$ cat src/design/qfa_pkg.sv
// Shared types and constants for the Q16.16 fixed-point arithmetic unit.
package qfa_pkg;

	localparam int unsigned FracBitsDefault = 16;

	localparam logic [2:0] KIND_ADD     = 3'd0;
	localparam logic [2:0] KIND_SUB     = 3'd1;
	localparam logic [2:0] KIND_MUL     = 3'd2;
	localparam logic [2:0] KIND_DIV     = 3'd3;
	localparam logic [2:0] KIND_SHL     = 3'd4;
	localparam logic [2:0] KIND_FRAC    = 3'd5;
	localparam logic [2:0] KIND_ROUND   = 3'd6;
	localparam logic [2:0] KIND_PERCENT = 3'd7;

	localparam logic signed [31:0] PCT_MUL = 32'sd41943;
	localparam logic [63:0]        PCT_ADD = 64'd32;
	localparam int unsigned        PCT_SHIFT = 6;

	// side information that rides along with the divider datapath
	typedef struct packed {
		logic [2:0]  kind;
		logic        div_neg;
		logic        dbz;
		logic [31:0] fast_res;
		logic        fast_ovf;
		logic [63:0] prod;
	} ctl_t;

endpackage

$ cat src/design/qfa_div_step.sv
// One restoring-division stage: one quotient bit per register stage.
module qfa_div_step #(
	parameter int unsigned FRAC_BITS = 16
) (
	input  logic                    clk,
	input  logic                    arst_n,
	input  logic                    valid_in,
	input  qfa_pkg::ctl_t           ctl_in,
	input  logic [31:0]             rem_in,
	input  logic [32+FRAC_BITS-1:0] nq_in,
	input  logic [31:0]             dsr_in,
	output logic                    valid_s1,
	output qfa_pkg::ctl_t           ctl_s1,
	output logic [31:0]             rem_s1,
	output logic [32+FRAC_BITS-1:0] nq_s1,
	output logic [31:0]             dsr_s1
);
	import qfa_pkg::*;

	localparam int unsigned W = 32 + FRAC_BITS;

	logic [32:0] rem2;
	logic [33:0] diff;
	logic        ge;

	always_comb begin
		rem2 = {rem_in, nq_in[W-1]};
		diff = {1'b0, rem2} - {2'b00, dsr_in};
		ge   = !diff[33];
	end

	always_ff @(posedge clk or negedge arst_n) begin
		if (!arst_n) begin
			valid_s1 <= 1'b0;
		end else begin
			valid_s1 <= valid_in;
		end
	end

	always_ff @(posedge clk) begin
		ctl_s1 <= ctl_in;
		dsr_s1 <= dsr_in;
		rem_s1 <= ge ? diff[31:0] : rem2[31:0];
		nq_s1  <= {nq_in[W-2:0], ge};
	end

endmodule
$ cat config.mk
export PLATFORM = sky130hd
export DESIGN_NAME = qfa_div_step
export DESIGN_NICKNAME = d
export VERILOG_FILES = /design/src/design/qfa_pkg.sv /design/src/design/qfa_div_step.sv
export SDC_FILE = /design/constraint.sdc
export NUM_CORES = 1
export LEC_CHECK = 0
export BUFFER_PORTS_ARGS = -buffer_cell sky130_fd_sc_hd__buf_2
export CORE_AREA = 2 2 168 170
export DETAILED_ROUTE_END_ITERATION = 7
export DIE_AREA = 0 0 170 172
export HOLD_SLACK_MARGIN = 0.15
export PLACE_DENSITY = 0.49
export SYNTH_ARGS = -nofsm -noshare
export SYNTH_HDL_FRONTEND = slang
export SYNTH_SLANG_ARGS = --single-unit
$ cat constraint.sdc
create_clock -name clk -period 0.8 [get_ports clk]
set_clock_uncertainty 0.2 [all_clocks]
set_input_delay 0.04 -clock clk [delete_from_list [all_inputs] [get_ports clk]]
set_output_delay 0.04 -clock clk [all_outputs]
set_load 0.02 [all_outputs]
==> impl_metrics.py <==
metrics = {
    "outcome": {
        "status": "finished with violations",
        "violations": "negative hold slack, negative setup slack",
    },
    "logic_synthesis": {
        "synthMuxAreaShare_pct": 6.82,
        "synth_compound_area_share_pct": 10.2,
        "yosysUniqueCellTypes": 54,
        "yosysSeqAreaShare_pct": 64.2,
        "synthArstFlopShare_pct": 0.465,
        "synth_adder_area_share_pct": 6.26,
        "synth_seq_cells": 215,
        "yosysTopAreaCellShare_pct": 63.8,
        "synth_area_per_cell_um2": 12.5,
        "syn_nets": 786,
        "yosysWarnings": 0,
        "synth_flop_cell": "dfxtp_1",
        "synth_common_cells": "dfxtp_1 (214), inv_1 (41), a21oi_1 (32), ha_1 (32), mux2_4 (25)",
        "synth_xor_area_share_pct": 3.13,
        "yosys.area_share.simple_pct": 5.94,
        "synthMostInstantiatedCell": "dfxtp_1",
        "synthCells": 536,
        "netlist_area_mm2": 0.00672,
        "synth_top_family_by_area": "compound AO/OA/AOI/OAI gates",
        "synth-edff-count": 0,
        "synth_area_leader_cell": "dfxtp_1",
        "synth_area_leaders": "dfxtp_1 (64%), ha_1 (6.0%), mux2_4 (5.6%), a21oi_1 (2.4%), inv_1 (2.3%)",
    },
    "setup_path": {
        "critPathKind": "in -> reg",
        "worstSetupStartpointType": "input pin",
        "critPathCaptureType": "flip-flop",
        "worstPathArrival_ps": 2440,
        "crit_fanout": 3,
        "critPathRequiredTime_ps": 1010,
    },
    "clock_tree": {
        "cts.sinks": 215,
        "cts_tree": "done",
        "cts_made_buffers": 24,
        "clk_pin_slew_ps": 60,
        "h-tree-depth": 1,
        "clockRootBuffer": "clkbuf_16",
        "clock_path_buffers": 3,
    },
    "pwr": {
        "cellPowerDensity_mw_per_mm2": 2160,
        "p_int_uw": 23100,
        "swShare_pct": 26.9,
        "p_leak_uw": 0.00692,
        "p_switching_uw": 8520,
        "clock_power_share_pct": 36.8,
        "power.share.sequential_pct": 38.5,
        "fin_total_pwr_uw": 31600,
        "ir_drop_uv": 1530,
        "combPwrFrac_pct": 24.7,
    },
    "timing": {
        "whs_ps": -577,
        "max_freq_mhz": 449,
        "finalSetupViolCount": 248,
        "finalMaxSlewViolations": 0,
        "rsz0062_at_grt": "yes",
        "fin_tns_setup_ps": -128280,
        "tightest_slew_ps": 359,
        "hold_viol_final": 151,
        "max_slew_margin_pct": 75.8,
        "finalCriticalPeriod_ps": 2230,
        "fin_ws_ps": -1430,
        "finalCritPeriodShare_pct": 278,
    },
    "floorplan": {
        "die_x_um": 170,
        "start_util_pct": 24.4,
        "dieHeight_um": 172,
        "fp-row-count": 61,
        "core_area_mm2": 0.0275,
        "die_area_mm2": 0.0292,
        "io_pins": 432,
    },
    "layout": {
        "layout.cells.non_filler": 1631,
        "nets": 1514,
        "seqCellArea_mm2": 0.00458,
        "fillers": 2352,
        "drive_gt1_share_pct": 68.2,
        "syn_to_final_growth_pct": 118,
        "multiInputGateArea_mm2": 0.00239,
    },
    "route": {
        "drt_iter0_drc": 218,
        "routed_via_density": 4.17,
        "drc": 0,
        "wl_per_cell_um": 18.3,
        "drt-pass1-iter-count": 4,
        "postRouteAntennaNets": 0,
        "drt-total-wl_um": 29900,
        "dr_total_vias": 6795,
    },
    "global_routing": {
        "grt_max_degree": 15,
        "grt_first_pass_wirelength_um": 42500,
        "grt_usage_pct": 19.3,
        "grt_pass1_vias": 7219,
        "overflow": 0,
        "grt_antenna_before_repair": 5,
    },
    "place": {
        "place_congestion": 0.825,
        "portBuffers": 431,
        "dp_cells": 1405,
        "dp_hpwl_um": 20800,
    },
    "flow_run": {
        "cap_violations": 0,
    },
    "hold_path": {
        "hold_path_class": "in -> reg",
    },
}
## path summary, 6_finish.rpt
path	startpoint	end	slack, ps	cells after the start
setup / recovery	nq_in[47]	rem_s1[28]	-1430	13
hold / removal	dsr_in[17]	dsr_s1[17]	-580	1
max in group asynchronous	arst_n	valid_s1	90	3
min in group asynchronous	arst_n	valid_s1	190	3
## routing by layer
metal	routed length, um	up-vias	global-route usage, %
li1	-	3309	-
met4	1250	4	8.66
met3	2280	63	5.93
met5	23	-	0
met1	11300	3158	20.9
met2	15000	261	34.7
## worst max-delay path, stage by stage
cell	delay, ps
buf_6	100
inv_4	50
ha_4	130
inv_2	30
fa_2	350
a211oi_2	260
o211a_1	230
o31ai_4	90
o41a_1	460
a41oi_2	220
o21ai_1	70
a21boi_2	150
mux2_4	250
## sequential cells by signal, summed over array words and instances (netlist names)
register	flops
rem_s1	32
dsr_s1	32
ctl_s1	102
nq_s1	48
valid_s1	1
## cells in the final DEF (no fill, tap or decap), drive strengths merged, types with 3 or more instances in the layout
cell / instances
dlygate4sd3: 162
xor2: 7
nor3: 6
ha: 32
a21o: 7
or2: 3
a31oi: 4
nand2: 23
o21ai: 18
xnor2: 17
nand4: 6
nand2b: 4
nor2: 16
clkinv: 6
inv: 43
mux2i: 6
dfxtp: 214
a21oi: 33
nor2b: 3
mux2: 27
buf: 547
o21bai: 4
o211ai: 4
and3: 6
o31ai: 5
nand3: 5
diode: 3
o21a: 6
a211oi: 5
clkbuf: 33
or3: 3
## power by group through the flow
stage,sequential (uW),combinational (uW),clock (uW)
2_1_floorplan,13100,1990,0
3_3_place_gp,12000,5630,0
3_5_place_dp,12000,5650,0
4_1_cts,12200,7770,11900
5_1_grt,12300,8290,12400
6_report,12200,7810,11600
## cells by family (layout without fill, tap and decap cells)
logic type,count (synthesis),in the layout
buffers and inverters,49,795
AO/OA/AOI/OAI,102,102
multiplexers,33,33
adder cells (fa/ha/maj),33,33
XOR/XNOR,24,24
other,0,3
AND/OR/NAND/NOR,80,80
flip-flops,215,215
## final cells by class
type / count / area share [%]
Antenna cell: 3 / 0.0513
Clock buffer: 33 / 4.89
Clock inverter: 11 / 0.864
Inverter: 41 / 1.17
Multi-Input combinational cell: 272 / 16.3
Sequential cell: 215 / 31.3
Tap cell: 346 / 2.96
Timing Repair Buffer: 710 / 42.4
## metrics by stage
step           util (%)  setup WS (ps)  cell area (um2)
3_5_place_dp       36.8          -2150            10100
5_1_grt            53.2          -1560            14600
2_1_floorplan         -          -1790             6840
6_report           53.2          -1430            14600
3_3_place_gp       36.8          -2140            10100
4_1_cts            53.0          -1480            14600
## repair_timing
item | in CTS | in global routing
gates resized for setup | 704 | 6
endpoints found under the hold margin | 215 | 214
hold buffers | 160 | 3
endpoints found under the setup margin | 248 | 248
cloned | 2 | 0
setup buffers | 12 | 2
pin swaps | 15 | 6
No activity file was read; power rests on OpenSTA's default activity.
