**src/design/qfa_pkg.sv**
```systemverilog
// Shared types and constants for the Q16.16 fixed-point arithmetic unit.
package qfa_pkg;

	localparam int unsigned FracBitsDefault = 16;

	localparam logic [2:0] KIND_ADD     = 3'd0;
	localparam logic [2:0] KIND_SUB     = 3'd1;
	localparam logic [2:0] KIND_MUL     = 3'd2;
	localparam logic [2:0] KIND_DIV     = 3'd3;
	localparam logic [2:0] KIND_SHL     = 3'd4;
	localparam logic [2:0] KIND_FRAC    = 3'd5;
	localparam logic [2:0] KIND_ROUND   = 3'd6;
	localparam logic [2:0] KIND_PERCENT = 3'd7;

	localparam logic signed [31:0] PCT_MUL = 32'sd41943;
	localparam logic [63:0]        PCT_ADD = 64'd32;
	localparam int unsigned        PCT_SHIFT = 6;

	// side information that rides along with the divider datapath
	typedef struct packed {
		logic [2:0]  kind;
		logic        div_neg;
		logic        dbz;
		logic [31:0] fast_res;
		logic        fast_ovf;
		logic [63:0] prod;
	} ctl_t;

endpackage

```
**src/design/qfa_prep.sv**
```systemverilog
// First stage: operand decode, add/sub/shift/frac/round results, multiplier, divider setup.
module qfa_prep #(
	parameter int unsigned FRAC_BITS = 16
) (
	input  logic                    clk,
	input  logic                    arst_n,
	input  logic                    in_valid,
	input  logic [2:0]              kind,
	input  logic [31:0]             operand_a,
	input  logic [31:0]             operand_b,
	output logic                    valid_s1,
	output qfa_pkg::ctl_t           ctl_s1,
	output logic [31:0]             rem_s1,
	output logic [32+FRAC_BITS-1:0] nq_s1,
	output logic [31:0]             dsr_s1
);
	import qfa_pkg::*;

	logic [32:0] sum, dif, a_ext, b_ext, mag_a, mag_b, rnd_t, rnd_q, rnd_r;
	logic [63:0] shl;
	logic [31:0] frac_mask, frac_v;
	logic signed [31:0] mul_b;
	logic signed [63:0] prod;
	ctl_t ctl;

	always_comb begin
		a_ext = {operand_a[31], operand_a};
		b_ext = {operand_b[31], operand_b};
		sum   = a_ext + b_ext;
		dif   = a_ext - b_ext;
		shl   = {{32{operand_a[31]}}, operand_a} << operand_b[4:0];
		mag_a = operand_a[31] ? (33'd0 - a_ext) : a_ext;
		mag_b = operand_b[31] ? (33'd0 - b_ext) : b_ext;
		frac_mask = (32'd1 << FRAC_BITS) - 32'd1;
		frac_v = operand_a & frac_mask;
		if (operand_a[31] && (frac_v != 32'd0)) begin
			frac_v = frac_v | ~frac_mask;
		end
		rnd_t = mag_a + (33'd1 << (FRAC_BITS - 1));
		rnd_q = rnd_t >> FRAC_BITS;
		rnd_r = operand_a[31] ? (33'd0 - rnd_q) : rnd_q;
		mul_b = (kind == KIND_PERCENT) ? PCT_MUL : $signed(operand_b);
		prod  = $signed(operand_a) * mul_b;

		ctl.kind     = kind;
		ctl.div_neg  = operand_a[31] ^ operand_b[31];
		ctl.dbz      = (kind == KIND_DIV) && (operand_b == 32'd0);
		ctl.prod     = prod;
		ctl.fast_res = 32'd0;
		ctl.fast_ovf = 1'b0;
		unique case (kind)
			KIND_ADD: begin
				ctl.fast_res = sum[31:0];
				ctl.fast_ovf = sum[32] ^ sum[31];
			end
			KIND_SUB: begin
				ctl.fast_res = dif[31:0];
				ctl.fast_ovf = dif[32] ^ dif[31];
			end
			KIND_SHL: begin
				ctl.fast_res = shl[31:0];
				ctl.fast_ovf = !((&shl[63:31]) || !(|shl[63:31]));
			end
			KIND_FRAC: begin
				ctl.fast_res = frac_v;
			end
			KIND_ROUND: begin
				ctl.fast_res = rnd_r[31:0];
				ctl.fast_ovf = rnd_t[32] | rnd_t[31];
			end
			default: begin
			end
		endcase
	end

	always_ff @(posedge clk or negedge arst_n) begin
		if (!arst_n) begin
			valid_s1 <= 1'b0;
		end else begin
			valid_s1 <= in_valid;
		end
	end

	always_ff @(posedge clk) begin
		ctl_s1 <= ctl;
		rem_s1 <= 32'd0;
		nq_s1  <= {mag_a[31:0], {FRAC_BITS{1'b0}}};
		dsr_s1 <= mag_b[31:0];
	end

endmodule

```
**config.mk**
```make
export PLATFORM = sky130hd
export DESIGN_NAME = qfa_prep
export DESIGN_NICKNAME = d
export VERILOG_FILES = /design/src/design/qfa_pkg.sv /design/src/design/qfa_prep.sv
export SDC_FILE = /design/constraint.sdc
export NUM_CORES = 2
export LEC_CHECK = 0
export ABC_AREA = 1
export BUFFER_PORTS_ARGS = -buffer_cell sky130_fd_sc_hd__buf_2
export CAP_MARGIN = 30
export CORE_AREA = 2 2 398 400
export DETAILED_ROUTE_END_ITERATION = 8
export DIE_AREA = 0 0 400 402
export PLACE_DENSITY_LB_ADDON = 0.05
export SETUP_SLACK_MARGIN = 0.15
export SLEW_MARGIN = 20
export SYNTH_ARGS = -nofsm -noshare
export SYNTH_HDL_FRONTEND = slang
export SYNTH_SLANG_ARGS = --single-unit
```
**constraint.sdc**
```tcl
create_clock -name clk -period 0.8 [get_ports clk]
set_input_delay 0.08 -clock clk [delete_from_list [all_inputs] [get_ports clk]]
set_output_delay 0.08 -clock clk [all_outputs]
set_load 0.02 [all_outputs]
```
==> impl_metrics.ini <==
[sta]
fmax_mhz = 142
worst_slew_pin_slew_ns = 0.831
whs_ns = -0.107
finalCritPeriodShare_pct = 878
rsz0062_at_grt = true
finalSetupViolations = 326
post-route-min-period_ns = 7.02
slew_headroom_pct = 44.1
hold_violations = 1
slew_viol_final = 0
setup_ws_ns = -6.22

[cts]
htree_num_levels = 4
clockBufferDepth = 2
cts_root_buf = clkbuf_16
cts.sinks = 167
cts_buffers = 17
clkTransAtPathRegs_ns = 0.10
cts_tree = done

[layout]
fin_area_um2 = 68600
area_growth_syn_to_layout_pct = 42.2
drive_gt1_share_pct = 33.1
layout.cells.non_filler = 9632
fillerInstances = 16000
final_nets = 8949

[hold_path]
hp-class = input port to flip-flop
min_delay_path_depth = 3

[setup_path]
startpoint_type = input port
path_max_fanout = 5
slowest_delay_ns = 0.57
critPathMostFrequentCell = fa_1
worst_ep_required_time_ns = 1.29
crit_slowest_cell = fa_2
arrival_ns = 7.52
crit_path_end_kind = flip-flop
path_class = input port to flip-flop

[global_routing]
antenna_found_initial = 11
grt_usage_pct = 28.4
grt_overflow = 0
grt_pass1_vias = 48200
grt_pass1_wl_um = 329000
grt_max_degree = 67

[synth]
synthMostInstantiatedCell = inv_1
yosysSeqAreaShare_pct = 6.94
synth_edf_count = 0
async_flop_share_pct = 0.599
synth_top_area_cell = fa_1
yosysTopAreaCellShare_pct = 45.0
ys_types = 66
synth.avg_cell_area_um2 = 7.98
netlist_area_um2 = 48200
ys_ff_latch = 167
netlist_instances = 6048
ys_warn_count = 0
ys.flop_type = dfxtp_1
ys_top_cells_by_area = fa_1 (45%), inv_1 (9.5%), nand2_1 (8.5%), dfxtp_1 (6.9%), ha_1 (6.6%)
netlist_top_cells_count = inv_1 (1219), nand2_1 (1092), fa_1 (1084)

[place]
port_buffers = 236
gp_congestion = 0.942
placed_cell_area_um2 = 64300
dp_hpwl_um = 193000
placed_cells = 9479

[routing]
ant_nets = 0
post_drt_wl_per_cell_um = 23.1
drt-initial-drc-count = 2538
totalWireLength_um = 222000
vias = 44900
drc = 0
via_per_inst = 4.66
first_pass_iters = 6

[floorplan]
start_util_pct = 30.7
die_w_um = 400
fp.dieH_um = 402
io_pins = 285
coreArea_um2 = 157000
fp-row-count = 146
dieArea_um2 = 161000

[run]
maxCapViolCount = 0

[status]
status = finished, violations left
violations = hold timing, setup timing
[what timing repair did]
action | in CTS | in global routing
pin swaps | 69 | 158
endpoints found under the setup margin | 328 | 328
setup buffers | 50 | 44
gates cloned | 6 | 2
resized for setup | 325 | 331
hold buffers | 13 | 1
hold endpoints to repair | 16 | 3
[cells in the final DEF (no fill, tap or decap), types with 113 or more instances in the layout]
cell type	netlist	layout
nand2_1	1092	984
nor2_1	811	703
buf_2	22	230
fa_1	1084	1000
buf_4	51	1275
dfxtp_1	166	166
ha_1	253	175
inv_1	1219	1147
nand3_1	138	113
a21oi_1	187	122
o21ai_0	244	190
buf_12	1	117
[cell families after synthesis]
kind of cell / count (synthesis) / share of synthesized area, %
other: 1 / 0.00777
buffers and inverters: 1570 / 12.8
multiplexers: 16 / 0.332
AND/OR/NAND/NOR: 2242 / 19.3
AO/OA/AOI/OAI: 589 / 6.83
flip-flops: 167 / 6.94
adder cells (fa/ha/maj): 1337 / 51.5
XOR/XNOR: 126 / 2.29
[registers in the layout, indices dropped and copies added (netlist names)]
signal	cells
ctl_s1	102
valid_s1	1
dsr_s1	32
nq_s1	32
[area by class of cell]
cell class	instances	area [um^2]	area share, %
repair buffers	1742	14600	21.3
well taps	2072	2590	3.78
multi-input cells	4358	42600	62.1
inverters	1255	4900	7.14
flip-flops and latches	167	3350	4.88
clock buffers	18	429	0.626
clock inverters	14	136	0.199
repair inverters	1	16.3	0.0237
diodes	5	12.5	0.0182
[stage by stage]
step / util (%) / TNS [ns] / setup WS [ns]
finish: 43.7 / -484.34 / -6.22
global route: 43.7 / -509.98 / -6.35
CTS: 42.5 / -493.27 / -6.15
detailed placement: 40.9 / -551.30 / -7.17
global placement: 40.9 / -553.50 / -7.20
floorplan: - / -401.25 / -6.28
[worst max-delay path, delay by kind of cell]
family,cells,cell delay (ns)
buffers and inverters,10,1.12
AO/OA/AOI/OAI,4,0.46
adder cells (fa/ha/maj),9,4.47
XOR/XNOR,1,0.16
AND/OR/NAND/NOR,11,1.16
[worst paths after layout]
kind	start	to	slack (ns)
max in group asynchronous	arst_n	valid_s1	0.35
worst min-delay path	operand_b[30]	dsr_s1[31]	-0.11
worst max-delay path	kind[2]	ctl_s1[59]	-6.22
min in group asynchronous	arst_n	valid_s1	0.35
[routing by layer]
layer	up-vias	wire [um]	global-route usage, %
li1	20900	-	-
met4	4	8060	8.52
met3	234	10700	4.12
met2	1111	104000	46.2
met1	22600	99400	38.9
met5	-	25	0
Power is not shown: default switching activity piles up to over one toggle a cycle in this logic, so the estimate is an artifact.
